**config.mk**
```make
export PLATFORM = sky130hd
export DESIGN_NAME = qte_post
export DESIGN_NICKNAME = d
export VERILOG_FILES = /design/src/rtl/quaternion_to_euler_angles_assert.svh /design/src/rtl/qte_pkg.sv /design/src/rtl/qte_post.sv
export SDC_FILE = /design/constraint.sdc
export NUM_CORES = 1
export LEC_CHECK = 0
export BUFFER_PORTS_ARGS = -buffer_cell sky130_fd_sc_hd__buf_2
export CELL_PAD_IN_SITES_DETAIL_PLACEMENT = 1
export CELL_PAD_IN_SITES_GLOBAL_PLACEMENT = 1
export CORE_ASPECT_RATIO = 2
export CORE_MARGIN = 2
export CORE_UTILIZATION = 53
export DETAILED_ROUTE_END_ITERATION = 8
export PLACE_DENSITY = 0.93
export SLEW_MARGIN = 20
export SYNTH_ARGS = -nofsm -noshare
export SYNTH_HDL_FRONTEND = slang
export SYNTH_SLANG_ARGS = --single-unit
```
**constraint.sdc**
```tcl
create_clock -name clk -period 11.8 [get_ports clk]
set_clock_uncertainty 0.2 [all_clocks]
set_input_delay 1.77 -clock clk [delete_from_list [all_inputs] [get_ports clk]]
set_output_delay 1.77 -clock clk [all_outputs]
set_load 0.01 [all_outputs]
```
**src/rtl/quaternion_to_euler_angles_assert.svh**
```systemverilog
// Assertion helpers used by the RTL; clk and rst are taken from the enclosing module.
`ifndef QUATERNION_TO_EULER_ANGLES_ASSERT_SVH
`define QUATERNION_TO_EULER_ANGLES_ASSERT_SVH

// checked only outside reset
`define QTE_ASSERT(lbl, prop, msg) \
  lbl: assert property (@(posedge clk) disable iff (rst) prop) else $error(msg);

// checked at every edge, reset included
`define QTE_ASSERT_ALWAYS(lbl, prop, msg) \
  lbl: assert property (@(posedge clk) prop) else $error(msg);

`endif

```
**src/rtl/qte_pkg.sv**
```systemverilog
package qte_pkg;

  localparam int QW          = 16;  // quaternion component width
  localparam int OPW         = 34;  // atan2 operand width out of the product stages
  localparam int SW          = 32;  // saturated asin argument, Q.30
  localparam int RADW        = 61;  // 2^60 - s^2
  localparam int ROOTW       = 31;  // floor(sqrt(rad))
  localparam int SQRT_STAGES = 31;  // one root bit per stage
  localparam int REMW        = 33;
  localparam int CW          = 36;  // CORDIC x/y datapath
  localparam int ZW          = 27;  // angle, degrees * 65536
  localparam int ANG_TAB_LEN = 24;
  localparam int CORDIC_STEPS_DEF = 16;

  localparam logic signed [QW-1:0] DECL_RESET = 16'sd411;

  localparam logic signed [ZW-1:0] ANG_90  = ZW'(90 * 65536);
  localparam logic signed [ZW-1:0] ANG_180 = ZW'(180 * 65536);

  // floor(n / 100) = (n * YAW_RECIP) >> YAW_RECIP_SH for n < 2^18
  localparam int YAW_NW       = 18;
  localparam int YAW_RECIPW   = 20;
  localparam logic [YAW_RECIPW-1:0] YAW_RECIP = 20'd671089;
  localparam int YAW_RECIP_SH = 26;

  typedef struct packed {
    logic signed [OPW-1:0] yaw_y;
    logic signed [OPW-1:0] yaw_x;
    logic signed [OPW-1:0] roll_y;
    logic signed [OPW-1:0] roll_x;
    logic signed [SW-1:0]  s;
  } opnd_t;

  // atan(2^-i) in degrees * 65536, rounded
  function automatic logic [21:0] atan_q16(input int i);
    logic [21:0] r;
    case (i)
      0:  r = 22'd2949120;
      1:  r = 22'd1740967;
      2:  r = 22'd919879;
      3:  r = 22'd466945;
      4:  r = 22'd234379;
      5:  r = 22'd117304;
      6:  r = 22'd58666;
      7:  r = 22'd29335;
      8:  r = 22'd14668;
      9:  r = 22'd7334;
      10: r = 22'd3667;
      11: r = 22'd1833;
      12: r = 22'd917;
      13: r = 22'd458;
      14: r = 22'd229;
      15: r = 22'd115;
      16: r = 22'd57;
      17: r = 22'd29;
      18: r = 22'd14;
      19: r = 22'd7;
      20: r = 22'd4;
      21: r = 22'd2;
      22: r = 22'd1;
      default: r = 22'd0;
    endcase
    return r;
  endfunction

endpackage

```
**src/rtl/qte_post.sv**
```systemverilog
module qte_post (
  input  logic                          clk,
  input  logic                          rst,
  input  logic                          en,
  input  logic                          in_valid,
  input  logic signed [qte_pkg::ZW-1:0] yaw_q,
  input  logic signed [qte_pkg::ZW-1:0] pitch_a,
  input  logic signed [qte_pkg::ZW-1:0] roll_q,
  input  logic signed [qte_pkg::QW-1:0] decl,
  output logic                          out_valid,
  output logic signed [9:0]             yaw_deg,
  output logic signed [7:0]             pitch_deg,
  output logic signed [8:0]             roll_deg
);
  import qte_pkg::*;

  localparam int FW = 35;
  localparam int PW = YAW_NW + YAW_RECIPW;

  logic [2:0] vld;

  logic signed [FW-1:0] yaw_full_n, yaw_full;
  logic signed [ZW:0]   pn, pn_adj, rn_adj;
  logic [7:0]           pitch1, pitch2;
  logic [8:0]           roll1, roll2;

  logic [FW-1:0]        mag;
  logic                 neg;
  logic [PW-1:0]        prod;
  logic [11:0]          q;

  always_comb begin
    yaw_full_n = FW'(yaw_q) * FW'(100) - $signed({{(FW-QW-16){decl[QW-1]}}, decl, 16'b0});
    pn         = -$signed({pitch_a[ZW-1], pitch_a});
    pn_adj     = pn + (pn[ZW] ? (ZW+1)'(65535) : '0);
    rn_adj     = (ZW+1)'(roll_q) + (roll_q[ZW-1] ? (ZW+1)'(65535) : '0);
    mag        = yaw_full[FW-1] ? FW'(-yaw_full) : FW'(yaw_full);
    q          = prod[PW-1 -: 12];
  end

  always_ff @(posedge clk) begin
    if (rst) begin
      vld <= '0;
    end else if (en) begin
      vld <= {vld[1:0], in_valid};
    end
  end

  always_ff @(posedge clk) begin
    if (en) begin
      yaw_full <= yaw_full_n;
      pitch1   <= pn_adj[23:16];
      roll1    <= rn_adj[24:16];

      neg      <= yaw_full[FW-1];
      prod     <= mag[YAW_NW+15:16] * YAW_RECIP;
      pitch2   <= pitch1;
      roll2    <= roll1;

      yaw_deg   <= neg ? 10'(-q) : q[9:0];
      pitch_deg <= pitch2;
      roll_deg  <= roll2;
    end
  end

  assign out_valid = vld[2];

endmodule

```
# [Word-level counts from Yosys, hierarchy flattened]
# Cells that the tools add are included.
[word_totals] register_bits=136 out_inout_bits=28
[op_classes] addsub=6 n_mul=2 mux=4
[op_table] operator="multiplier 18 x 20 -> 36 bit, second input constant" count=1
[op_table] operator="subtractor 35 x 32 -> 35 bit" count=1
[op_table] operator="2-to-1 mux 34 bit" count=1
[op_table] operator="negation 34 bit" count=1
[op_table] operator="multiplier 27 x 6 -> 33 bit, second input constant" count=1
[op_table] operator="2-to-1 mux 16 bit" count=2
[op_table] operator="negation 27 -> 28 bit" count=1
[op_table] operator="adder 25 x 17 -> 25 bit" count=1
[op_table] operator="adder 24 x 16 -> 24 bit" count=1
[op_table] operator="2-to-1 mux 10 bit" count=1
[op_table] operator="negation 10 bit" count=1

# [Longest topological paths before layout]
[logic_depth] word_depth=3 depth_mapped=29 mapped_depth_nobuf=29

# [Worst setup path before layout]
# No wires, ideal clock.
[synth_path] path_type="register to register" start="reg yaw_full[17]" end="reg prod[31], data pin" setup_ns=0.264 t_arrival_ns=7.275 setup_slack_ns=4.061 path_stages_with_launch=29 cell_sequence="edfxtp_1 or4_1 nor4_1 nand3_1 nor3_1 inv_1 o21ai_0 xnor2_1 ha_1 inv_1 ha_1 inv_1 fa_1 inv_1 fa_1 fa_1 fa_1 inv_1 fa_1 inv_1 ha_1 and4_1 and4_1 nand3_1 inv_1 a211oi_1 o21ai_0 a221oi_1 xnor2_1"
[synth_via] elab_chain_len=3
[synth_rtl] element="start: declaration" line="qte_post.sv:22" source="logic signed [FW-1:0] yaw_full_n, yaw_full;"
[synth_rtl] element="start signal: assignment" line="qte_post.sv:51" source="yaw_full <= yaw_full_n;"
[synth_rtl] element="negation 34 bit" line="qte_post.sv:37" source="mag = yaw_full[FW-1] ? FW'(-yaw_full) : FW'(yaw_full);"
[synth_rtl] element="2-to-1 mux 34 bit *" line="qte_post.sv:37"
[synth_rtl] element="multiplier 18 x 20 -> 36 bit *" line="qte_post.sv:56" source="prod <= mag[YAW_NW+15:16] * YAW_RECIP;"
[synth_rtl] element="end signal: assignment" line="qte_post.sv:56"
[synth_rtl] element="end: declaration" line="qte_post.sv:29" source="logic [PW-1:0] prod;"
# Every way passes the cells marked *; elsewhere a longest branch is shown, timed or not.
# A chain may end at the register's enable or synchronous reset.

# [Worst setup path after layout]
[layout_path] start="reg yaw_full[13]" end="reg prod[31], data pin"
[layout_via] elab_chain_len=3
[layout_rtl] element="negation 34 bit" line="qte_post.sv:37"
[layout_rtl] element="2-to-1 mux 34 bit" line="qte_post.sv:37"
[layout_rtl] element="multiplier 18 x 20 -> 36 bit" line="qte_post.sv:56"
# No other way between the ends.

==> results.txt <==
Area growth, synth to finish: 9.62%
Slew Viols, Final: 0
FF+latch count, synth: 108
DRC viols: 0
gpl congestion: 0.965
status: completed
CTS Hold Buffers Added: 0
Rel. slew slack: 20.6%
Max Cap Viol: 0
Std-Cell Core Area: 27000 µm²
clock buffer count from CTS: 9
RR Startpoint: yaw_full[13]
final WL: 42.7 mm
vias in the first global route: 13404
RSZ-0062 raised after global routing: no
Cell Area, Synth: 14600 µm²
via count: 11255
Die ar.: 28900 µm²
EDFF count, synth: 105
per-cell routed wire length: 21.9 µm
WHS Endpoint: pitch_deg[4]
FMAX: 107 MHz
GR Overflow Total: 0
setup_tns: 0 ns
initial core utilization: 53.9%
CP Capture Type: flop
post-CTS sizing: 0
Post-CTS Setup Inserts: 0
cells on worst reg2reg path: 27
CTS tree: yes
number of port buffers: 127
share of cells above drive strength 1: 10.2%
die width: 121 µm
Buf/Inv on CP: 4
Req. time, crit path: 11.71 ns
Die Height: 238 µm
worst r2r dst: prod[31]
Clock Sinks: 108
vias per cell: 5.77
total track usage: 30.7%
FP Rows: 85
IO Pins: 129
Hold Startpoint: pitch2[4]
Final Util: 59.1%
final net count: 2116
clk_lat worst skew: 0.37 ns
Cell variety after synth: 67
arrival time at the worst endpoint: 9.28 ns
clock buffer depth: 2
Slowest-stage cell, CP: fa_1
part of the cycle the worst path needs: 79.4%
syn_area_per_cell: 9.95 µm²
most frequent cells in the layout: 356 x inv_1, 276 x ha_1, 140 x fa_1, 126 x buf_2, 105 x edfxtp_1
most used cell, CP: fa_1
Clock transition at path regs: 0.08 ns
yosys warns: 0
H-tree depth: 3
Detail Route met2 WL: 24.9 mm
worst slew pin tran: 1.17 ns
post-synthesis sequential area ratio: 22.1%
CP Launch Type: flop
worst hold stages: 0
worst hold path class: flop to flop
uppermost layer routed: met5
HPWL after DPL: 36.3 mm
post-route minimum period: 9.37 ns
# diodes: 0
Largest stage delay, worst path: 0.56 ns
number of antenna violations at the first check in global routing: 1
Max FO, Critical Path: 6
most common cell after layout, fill and taps aside: inv_1
M1 wire length: 13.1 mm
DRT iter0 DRCs: 435
CTS root buf: clkbuf_16
Top FF cell, synth: edfxtp_1
Post-synth ARST share: 0%
Post-Synthesis Cells: 1462
Worst R2R Setup Slack: 2.43 ns
ANT nets after route: 0
Pre-Repair DR Iteration Count: 5
Fin. Hold Viols: 0
Mapped Nets: 1979
final setup fails: 0
pin count of the biggest net entering global routing: 72
CP delay by family, top: adder cells
WL met3: 1.25 mm
WS Path Type: flop to flop
first-pass GRT wire length: 67.6 mm
through the flow:
stage                     hold slack [ns]  cell area, µm²  std cells  setup WS (ns)
after floorplan                     0.200           14600       1462           4.06
after global placement              0.200           15600       1936           2.76
after detailed placement            0.206           15600       1936           2.42
after CTS                           0.224           16000       1951           2.48
after global routing                0.231           16000       1951           1.98
final                               0.225           16000       1951           2.43
registers in the layout, summed over array words and instances (netlist names):
name	count
neg	1
pitch2	8
vld	3
roll_deg	9
prod	10
yaw_full	33
pitch1	8
roll1	9
yaw_deg	10
roll2	9
pitch_deg	8
how the worst max path moves through the flow:
stage	endpoint	cells past startpoint	slack, ns	from
6_report	prod[31]	27	2.43	yaw_full[13]
5_1_grt	prod[31]	27	1.98	yaw_full[15]
4_1_cts	prod[31]	27	2.48	yaw_full[13]
3_5_place_dp	prod[31]	28	2.42	yaw_full[13]
3_3_place_gp	prod[31]	24	2.76	yaw_full[13]
2_1_floorplan	prod[31]	28	4.06	yaw_full[17]
layer usage:
layer,vias up,track usage (%)
li1,5139,-
met4,2,21.3
met5,-,0
met1,5571,26.3
met2,356,62.4
met3,187,3.47
worst reg2reg max path, stage by stage, from the launching register on:
cell,delay (ns)
edfxtp_1,0.37
nor4_1,0.44
nand4_1,0.32
nor4_1,0.44
nand3_1,0.30
nor3_1,0.35
inv_1,0.12
o21ai_0,0.35
xnor2_1,0.27
ha_1,0.31
inv_1,0.18
ha_1,0.18
nand2b_1,0.24
fa_1,0.49
fa_1,0.53
fa_1,0.52
fa_1,0.56
inv_1,0.07
fa_1,0.54
inv_1,0.05
ha_1,0.31
a211o_1,0.29
a31oi_1,0.14
o21ai_0,0.16
a211oi_1,0.42
o21ai_0,0.40
a221oi_1,0.48
xnor2_1,0.13
logic make-up after synthesis:
kind of cell,count (synthesis),synth area share (%)
adder cells (fa/ha/maj),416,43.0
buffers and inverters,363,9.37
AND/OR/NAND/NOR,232,8.26
AO/OA/AOI/OAI,222,9.98
XOR/XNOR,117,7.04
flip-flops,108,22.1
multiplexers,4,0.275
layout make-up:
cell class	instances	area [µm²]
clock buffers	9	225
clock inverters	6	83.8
fillers	3084	11100
inverters	356	1340
multi-input cells	991	9980
flip-flops and latches	108	3210
well taps	348	435
repair buffers	133	683
synthesized netlist by cell type, types with 10 or more instances:
library cell	number	share of area, %
a211oi_1	11	0.57
a21o_1	31	1.6
a21oi_1	65	2.2
edfxtp_1	105	22
fa_1	140	19
ha_1	276	24
inv_1	356	9.2
nand2_1	50	1.3
nand2b_1	15	0.64
nand3_1	16	0.55
nor2_1	55	1.4
nor3_1	28	0.96
nor4_1	11	0.47
o211ai_1	10	0.52
o21a_1	11	0.57
o21ai_0	41	1.4
xnor2_1	86	5.2
xor2_1	31	1.9
Power is left out: the tool's default activity adds up to more than one toggle a clock period on the data nets, which glitch-free logic cannot reach.
