<file path="src/rtl/quaternion_to_euler_angles_assert.svh">
// Assertion helpers used by the RTL; clk and rst are taken from the enclosing module.
`ifndef QUATERNION_TO_EULER_ANGLES_ASSERT_SVH
`define QUATERNION_TO_EULER_ANGLES_ASSERT_SVH

// checked only outside reset
`define QTE_ASSERT(lbl, prop, msg) \
  lbl: assert property (@(posedge clk) disable iff (rst) prop) else $error(msg);

// checked at every edge, reset included
`define QTE_ASSERT_ALWAYS(lbl, prop, msg) \
  lbl: assert property (@(posedge clk) prop) else $error(msg);

`endif

</file>
<file path="src/rtl/qte_pkg.sv">
package qte_pkg;

  localparam int QW          = 16;  // quaternion component width
  localparam int OPW         = 34;  // atan2 operand width out of the product stages
  localparam int SW          = 32;  // saturated asin argument, Q.30
  localparam int RADW        = 61;  // 2^60 - s^2
  localparam int ROOTW       = 31;  // floor(sqrt(rad))
  localparam int SQRT_STAGES = 31;  // one root bit per stage
  localparam int REMW        = 33;
  localparam int CW          = 36;  // CORDIC x/y datapath
  localparam int ZW          = 27;  // angle, degrees * 65536
  localparam int ANG_TAB_LEN = 24;
  localparam int CORDIC_STEPS_DEF = 16;

  localparam logic signed [QW-1:0] DECL_RESET = 16'sd411;

  localparam logic signed [ZW-1:0] ANG_90  = ZW'(90 * 65536);
  localparam logic signed [ZW-1:0] ANG_180 = ZW'(180 * 65536);

  // floor(n / 100) = (n * YAW_RECIP) >> YAW_RECIP_SH for n < 2^18
  localparam int YAW_NW       = 18;
  localparam int YAW_RECIPW   = 20;
  localparam logic [YAW_RECIPW-1:0] YAW_RECIP = 20'd671089;
  localparam int YAW_RECIP_SH = 26;

  typedef struct packed {
    logic signed [OPW-1:0] yaw_y;
    logic signed [OPW-1:0] yaw_x;
    logic signed [OPW-1:0] roll_y;
    logic signed [OPW-1:0] roll_x;
    logic signed [SW-1:0]  s;
  } opnd_t;

  // atan(2^-i) in degrees * 65536, rounded
  function automatic logic [21:0] atan_q16(input int i);
    logic [21:0] r;
    case (i)
      0:  r = 22'd2949120;
      1:  r = 22'd1740967;
      2:  r = 22'd919879;
      3:  r = 22'd466945;
      4:  r = 22'd234379;
      5:  r = 22'd117304;
      6:  r = 22'd58666;
      7:  r = 22'd29335;
      8:  r = 22'd14668;
      9:  r = 22'd7334;
      10: r = 22'd3667;
      11: r = 22'd1833;
      12: r = 22'd917;
      13: r = 22'd458;
      14: r = 22'd229;
      15: r = 22'd115;
      16: r = 22'd57;
      17: r = 22'd29;
      18: r = 22'd14;
      19: r = 22'd7;
      20: r = 22'd4;
      21: r = 22'd2;
      22: r = 22'd1;
      default: r = 22'd0;
    endcase
    return r;
  endfunction

endpackage

</file>
<file path="src/rtl/qte_cordic.sv">
module qte_cordic #(
  parameter int STEPS = qte_pkg::CORDIC_STEPS_DEF
) (
  input  logic                           clk,
  input  logic                           rst,
  input  logic                           en,
  input  logic                           in_valid,
  input  logic signed [qte_pkg::CW-1:0]  yi,
  input  logic signed [qte_pkg::CW-1:0]  xi,
  output logic                           out_valid,
  output logic signed [qte_pkg::ZW-1:0]  ang
);
  import qte_pkg::*;

  logic signed [CW-1:0] xs [0:STEPS];
  logic signed [CW-1:0] ys [0:STEPS];
  logic signed [ZW-1:0] zs [0:STEPS];
  logic                 fx [0:STEPS];
  logic                 vs [0:STEPS];

  logic signed [CW-1:0] x0, y0;
  logic signed [ZW-1:0] z0;
  logic                 f0;

  // axis and left half-plane handling; fixed answers bypass the rotations
  always_comb begin
    x0 = xi;
    y0 = yi;
    z0 = '0;
    f0 = 1'b0;
    if (yi == '0) begin
      f0 = 1'b1;
      z0 = xi[CW-1] ? ANG_180 : '0;
    end else if (xi == '0) begin
      f0 = 1'b1;
      z0 = yi[CW-1] ? -ANG_90 : ANG_90;
    end else if (xi[CW-1]) begin
      x0 = -xi;
      y0 = -yi;
      z0 = yi[CW-1] ? -ANG_180 : ANG_180;
    end
  end

  always_ff @(posedge clk) begin
    if (rst) begin
      vs[0] <= 1'b0;
    end else if (en) begin
      vs[0] <= in_valid;
    end
  end

  always_ff @(posedge clk) begin
    if (en) begin
      xs[0] <= x0;
      ys[0] <= y0;
      zs[0] <= z0;
      fx[0] <= f0;
    end
  end

  for (genvar i = 0; i < STEPS; i++) begin : g_step
    logic signed [CW-1:0] dx, dy;
    logic signed [ZW-1:0] da;

    assign dx = ys[i] >>> i;
    assign dy = xs[i] >>> i;
    assign da = $signed({{(ZW-22){1'b0}}, atan_q16(i)});

    always_ff @(posedge clk) begin
      if (rst) begin
        vs[i+1] <= 1'b0;
      end else if (en) begin
        vs[i+1] <= vs[i];
      end
    end

    always_ff @(posedge clk) begin
      if (en) begin
        fx[i+1] <= fx[i];
        if (!ys[i][CW-1]) begin
          xs[i+1] <= xs[i] + dx;
          ys[i+1] <= ys[i] - dy;
          zs[i+1] <= fx[i] ? zs[i] : zs[i] + da;
        end else begin
          xs[i+1] <= xs[i] - dx;
          ys[i+1] <= ys[i] + dy;
          zs[i+1] <= fx[i] ? zs[i] : zs[i] - da;
        end
      end
    end
  end

  assign out_valid = vs[STEPS];
  assign ang       = zs[STEPS];

endmodule

</file>
<file path="config.mk">
export PLATFORM = sky130hd
export DESIGN_NAME = qte_cordic
export DESIGN_NICKNAME = d
export VERILOG_FILES = /design/src/rtl/quaternion_to_euler_angles_assert.svh /design/src/rtl/qte_pkg.sv /design/src/rtl/qte_cordic.sv
export SDC_FILE = /design/constraint.sdc
export NUM_CORES = 2
export LEC_CHECK = 0
export BUFFER_PORTS_ARGS = -buffer_cell sky130_fd_sc_hd__buf_2
export CAP_MARGIN = 15
export CORE_MARGIN = 4
export CORE_UTILIZATION = 35
export CTS_CLUSTER_DIAMETER = 200
export CTS_CLUSTER_SIZE = 28
export DETAILED_ROUTE_END_ITERATION = 10
export PLACE_DENSITY = 0.54
export SKIP_LAST_GASP = 1
export SLEW_MARGIN = 20
export SYNTH_ARGS = -nofsm -noshare
export SYNTH_HDL_FRONTEND = slang
export SYNTH_SLANG_ARGS = --single-unit
</file>
<file path="constraint.sdc">
create_clock -name clk -period 9.5 [get_ports clk]
set_clock_uncertainty 0.1 [all_clocks]
set_input_delay 1.425 -clock clk [delete_from_list [all_inputs] [get_ports clk]]
set_output_delay 1.425 -clock clk [all_outputs]
set_load 0.005 [all_outputs]
</file>
# == Word level (Yosys, flattened, before mapping) ==
# Memory sizes are Yosys's and may differ from the RTL's.
# Cells that the tools add are included.
# op_classes
n_addsub,97
mux,213
bitwise,65
reduce_logical,2
# op_table
cell,count
$mux W27,53
$mux W36,38
$mux W1,121
$add A36 B21 Y36,2
$add A36 B22 Y36,2
$add A36 B23 Y36,2
$add A36 B24 Y36,2
$add A36 B25 Y36,2
$add A36 B26 Y36,2
$add A36 B27 Y36,2
$add A36 B28 Y36,2
$add A36 B29 Y36,2
$add A36 B30 Y36,2
$add A36 B31 Y36,2
$add A36 B32 Y36,2
$add A36 B33 Y36,2
$add A36 B34 Y36,2
$add A36 B35 Y36,2
$logic_not A36 Y1,2
$neg A36 Y36,2
$sub A36 B21 Y36,2
$sub A36 B22 Y36,2
$sub A36 B23 Y36,2
$sub A36 B24 Y36,2
other kinds (47),123
# totals
regBits,0
mem_bits_rw,1717
input_bits,76
out_inout_bits,28
mem_count,5
# mem_list
name,words,width,read_ports,rd_clocked_by_memory_dff,wr,line,source
xs,17,36,16,0,17,qte_cordic.sv:15,logic signed [CW-1:0] xs [0:STEPS];
ys,17,36,16,0,17,qte_cordic.sv:16,logic signed [CW-1:0] ys [0:STEPS];
zs,17,27,17,0,17,qte_cordic.sv:17,logic signed [ZW-1:0] zs [0:STEPS];
fx,17,1,16,0,17,qte_cordic.sv:18,logic fx [0:STEPS];
vs,17,1,17,0,17,qte_cordic.sv:19,logic vs [0:STEPS];

# == Logic depth before layout (Yosys ltp) ==
# An unclocked memory read counts as a cell.
# logic_depth
depth_word,5
depth_mapped,22
ltp_nobuf,22

# == Worst setup path after synthesis ==
# No wires, ideal clock.
# synth_path
path_kind,input to register
start,input en
end,"memory xs[10][35], data pin"
arrival_ns,5.993
required_time_ns,9.139
setup_slack_ns,3.146
stages,21
cell_sequence,clkbuf_1 -> clkbuf_1 -> clkbuf_1 -> nand2_1 -> clkbuf_1 -> clkbuf_1 -> buf_1 -> o41ai_1 -> xor2_1 -> ha_1 -> and2_1 -> a221oi_2 -> and2_1 -> a31oi_1 -> a2111oi_1 -> nor4_1 -> o311a_1 -> o31ai_1 -> nand2_1 -> a41oi_1 -> xnor2_1
# synth_rtl
element,line,source
from (decl),qte_cordic.sv:6,"input logic en,"
to (decl),qte_cordic.sv:15,

==> flow_metrics.env <==
export IMPL_hp_class="reg2reg"
export IMPL_drc=0
export IMPL_avgSynthCellArea_um2=9.22
export IMPL_max_stage_delay_ns=0.65
export IMPL_synth_most_common_cell="edfxtp_1"
export IMPL_ys_async_sr_fraction_pct=0
export IMPL_worst_ep_required_time_ns=9.99
export IMPL_drtIter0Drc=8024
export IMPL_place_gp_congestion=0.890
export IMPL_fillCellCount=36820
export IMPL_viasPerCell=5.48
export IMPL_place_inst=18372
export IMPL_dr_pass1_iters=6
export IMPL_synth_largest_area_cell="edfxtp_1"
export IMPL_final_nets=14881
export IMPL_grt_pass1_wl_um=561000
export IMPL_tns_ns=0
export IMPL_cp_common_cell="and2_1"
export IMPL_dp_hpwl_um=291000
export IMPL_synth_seq_area_share_pct=35.5
export IMPL_synthSimpleGateAreaFrac_pct=15.9
export IMPL_antenna_found_initial=18
export IMPL_vias=101097
export IMPL_setup_violations=0
export IMPL_multi_input_area_um2=78800
export IMPL_regArea_um2=45200
export IMPL_grt_overflow_total=0
export IMPL_cap_violations=0
export IMPL_synth_compound_area_share_pct=19.9
export IMPL_synth_ff_type="edfxtp_1"
export IMPL_worstPathMaxFanout=68
export IMPL_clkLatencyLatePin_ns=0.85
export IMPL_fp_dieW_um=611
export IMPL_synth_area_leaders="edfxtp_1 (35%), ha_1 (11%), xnor2_1 (8.0%)"
export IMPL_critPathTopFamily="compound AO/OA/AOI/OAI gates"
export IMPL_root_buffer="clkbuf_16"
export IMPL_hold_viol=0
export IMPL_io_pins=104
export IMPL_cts_tree="yes"
export IMPL_wl_um=363000
export IMPL_synthToLayoutAreaGrowth_pct=5.71
export IMPL_synth_warnings=0
export IMPL_core_area_um2=363000
export IMPL_fin_crit_sh_pct=66.4
export IMPL_antenna_left=0
export IMPL_synth_edf_count=1505
export IMPL_arrival_ns=6.80
export IMPL_start_util_pct=35.1
export IMPL_fin_crit_ns=6.31
export IMPL_path_buf_inv=3
export IMPL_final_layout_size_suffix_gt1_share_pct=2.82
export IMPL_h_tree_depth=2
export IMPL_dieArea_um2=374000
export IMPL_synth_top_cell_area_share_pct=35.5
export IMPL_grt_pass1_vias=94915
export IMPL_synth_top_family_by_area="compound AO/OA/AOI/OAI gates"
export IMPL_io_buffer_count=103
export IMPL_wl_per_cell_um=19.6
export IMPL_synthAdderAreaFrac_pct=11.6
export IMPL_syn_inst=13823
export IMPL_crit_path_end_kind="flip-flop"
export IMPL_fmaxAchievable_ghz=0.158
export IMPL_crit_slowest_cell="buf_4"
export IMPL_slew_headroom_pct=21.2
export IMPL_cts_sinks=1505
export IMPL_tightest_slew_ns=1.17
export IMPL_cts_clk_slew_worst_paths_ns=0.11
export IMPL_synth_cell_area_um2=127000
export IMPL_rsz0062_at_grt="no"
export IMPL_layoutNonFillerInstCount=18452
export IMPL_clockBufferDepth=3
export IMPL_synth_xor_area_share_pct=13.9
export IMPL_die_h_um=611
export IMPL_crit_type="in2reg"
export IMPL_cts_setup_buffers=0
export IMPL_outcome="completed"
export IMPL_grtUsageTotal_pct=18.6
export IMPL_path_cells="buf_12 > buf_4 > and2_1 > buf_4 > a21oi_1 > xnor2_1 > ha_1 > and2_1 > a221oi_2 > and2_1 > a31oi_1 > a2111oi_1 > nor4_1 > o311a_1 > o31ai_1 > nand2_1 > a41oi_1 > xnor2_1"
export IMPL_rows=221
export IMPL_grt_max_degree=168
export IMPL_muxShareOfSynthArea_pct=0.492
export IMPL_numCtsBuffers=60
export IMPL_synth_distinct_cells=100
export IMPL_cts_resized=0
export IMPL_synth_nets=15063
export IMPL_cp_start_kind="input port"
export IMPL_synth_top_cells_by_count="edfxtp_1 (1,505), a21oi_1 (1,254), nor2_1 (1,169)"
export IMPL_timing_max_transition_violations_final=0
export IMPL_hold_buffers=0
export IMPL_synth_seq_cells=1505
-- worst reg2reg max path: cells and delay by family, from the launching register on --
kind / cells / cell delay (ns)
AOI/OAI and AO/OA: 8 / 2.26
xor gates and xnor gates: 2 / 0.36
adders and majority gates: 1 / 0.40
DFF: 1 / 0.52
and+or+nand+nor: 5 / 2.32
-- layout by cell type, fill, tap and decap left out, drive strengths merged, types with 160 or more instances in the layout --
cell / instances
a21o: 578
a21oi: 1254
buf: 185
edfxtp: 1505
ha: 1136
inv: 489
nand2: 922
nand2b: 247
nand3: 259
nor2: 1170
nor2b: 208
nor3: 391
o21ai: 861
o21bai: 160
o31ai: 182
xnor2: 1164
xor2: 865
-- per-layer routing --
| layer | track usage (%) | share of wire [%] | up-vias | routed length, um |
|---|---|---|---|---|
| met5 | 0 | 0.0058 | - | 21 |
| met4 | 5.65 | 3.3 | 4 | 12000 |
| met3 | 1.83 | 4.4 | 308 | 16100 |
| met2 | 30.3 | 46 | 2179 | 165000 |
| met1 | 26.1 | 47 | 48152 | 169000 |
| li1 | - | - | 50454 | - |
-- final timing paths --
kind / cells past startpoint / start / end / slack [ns]
worst max-delay path: 18 / en / xs[10][35] / 3.19
worst min-delay path: 0 / zs[8][1] / zs[9][1] / 0.33
worst max register to register: 16 / xs[10][15] / ys[11][35] / 3.32
worst min register to register: 0 / zs[8][1] / zs[9][1] / 0.33
-- per-stage QoR --
stage	hold slack (ns)	area [um2]	setup WS, ns	utilization [%]
global placement	0.304	133000	2.29	36.7
detailed placement	0.306	133000	2.30	36.7
finish	0.332	135000	3.19	37.1
global route	0.338	135000	2.68	37.1
floorplan	0.300	127000	3.15	-
CTS	0.332	135000	3.23	37.1
-- logic make-up (layout without fill, tap and decap cells) --
| family | after synthesis | in the layout |
|---|---|---|
| compound gates | 4024 | 4024 |
| xor+xnor | 2029 | 2029 |
| fa+ha+maj | 1164 | 1164 |
| buf+inv | 920 | 742 |
| flops | 1505 | 1505 |
| mux | 60 | 60 |
| other cells | 0 | 13 |
| simple gates | 4121 | 4121 |
-- final cells by class --
class | instances | share of cell area [%]
sequential | 1505 | 33.6
multi-input combinational | 11398 | 58.5
antenna | 13 | 0.0242
clock buffer | 61 | 1.12
timing repair buffer | 185 | 0.894
clock inverter | 5 | 0.0790
inverter | 491 | 1.37
tap | 4794 | 4.45
-- state kept, by name, indices dropped and copies added, names as in the netlist --
name / cells
ys: 541
xs: 525
zs: 406
vs: 17
fx: 16
Power is not shown: default switching activity piles up to over one toggle a cycle in this logic, so the estimate is an artifact.
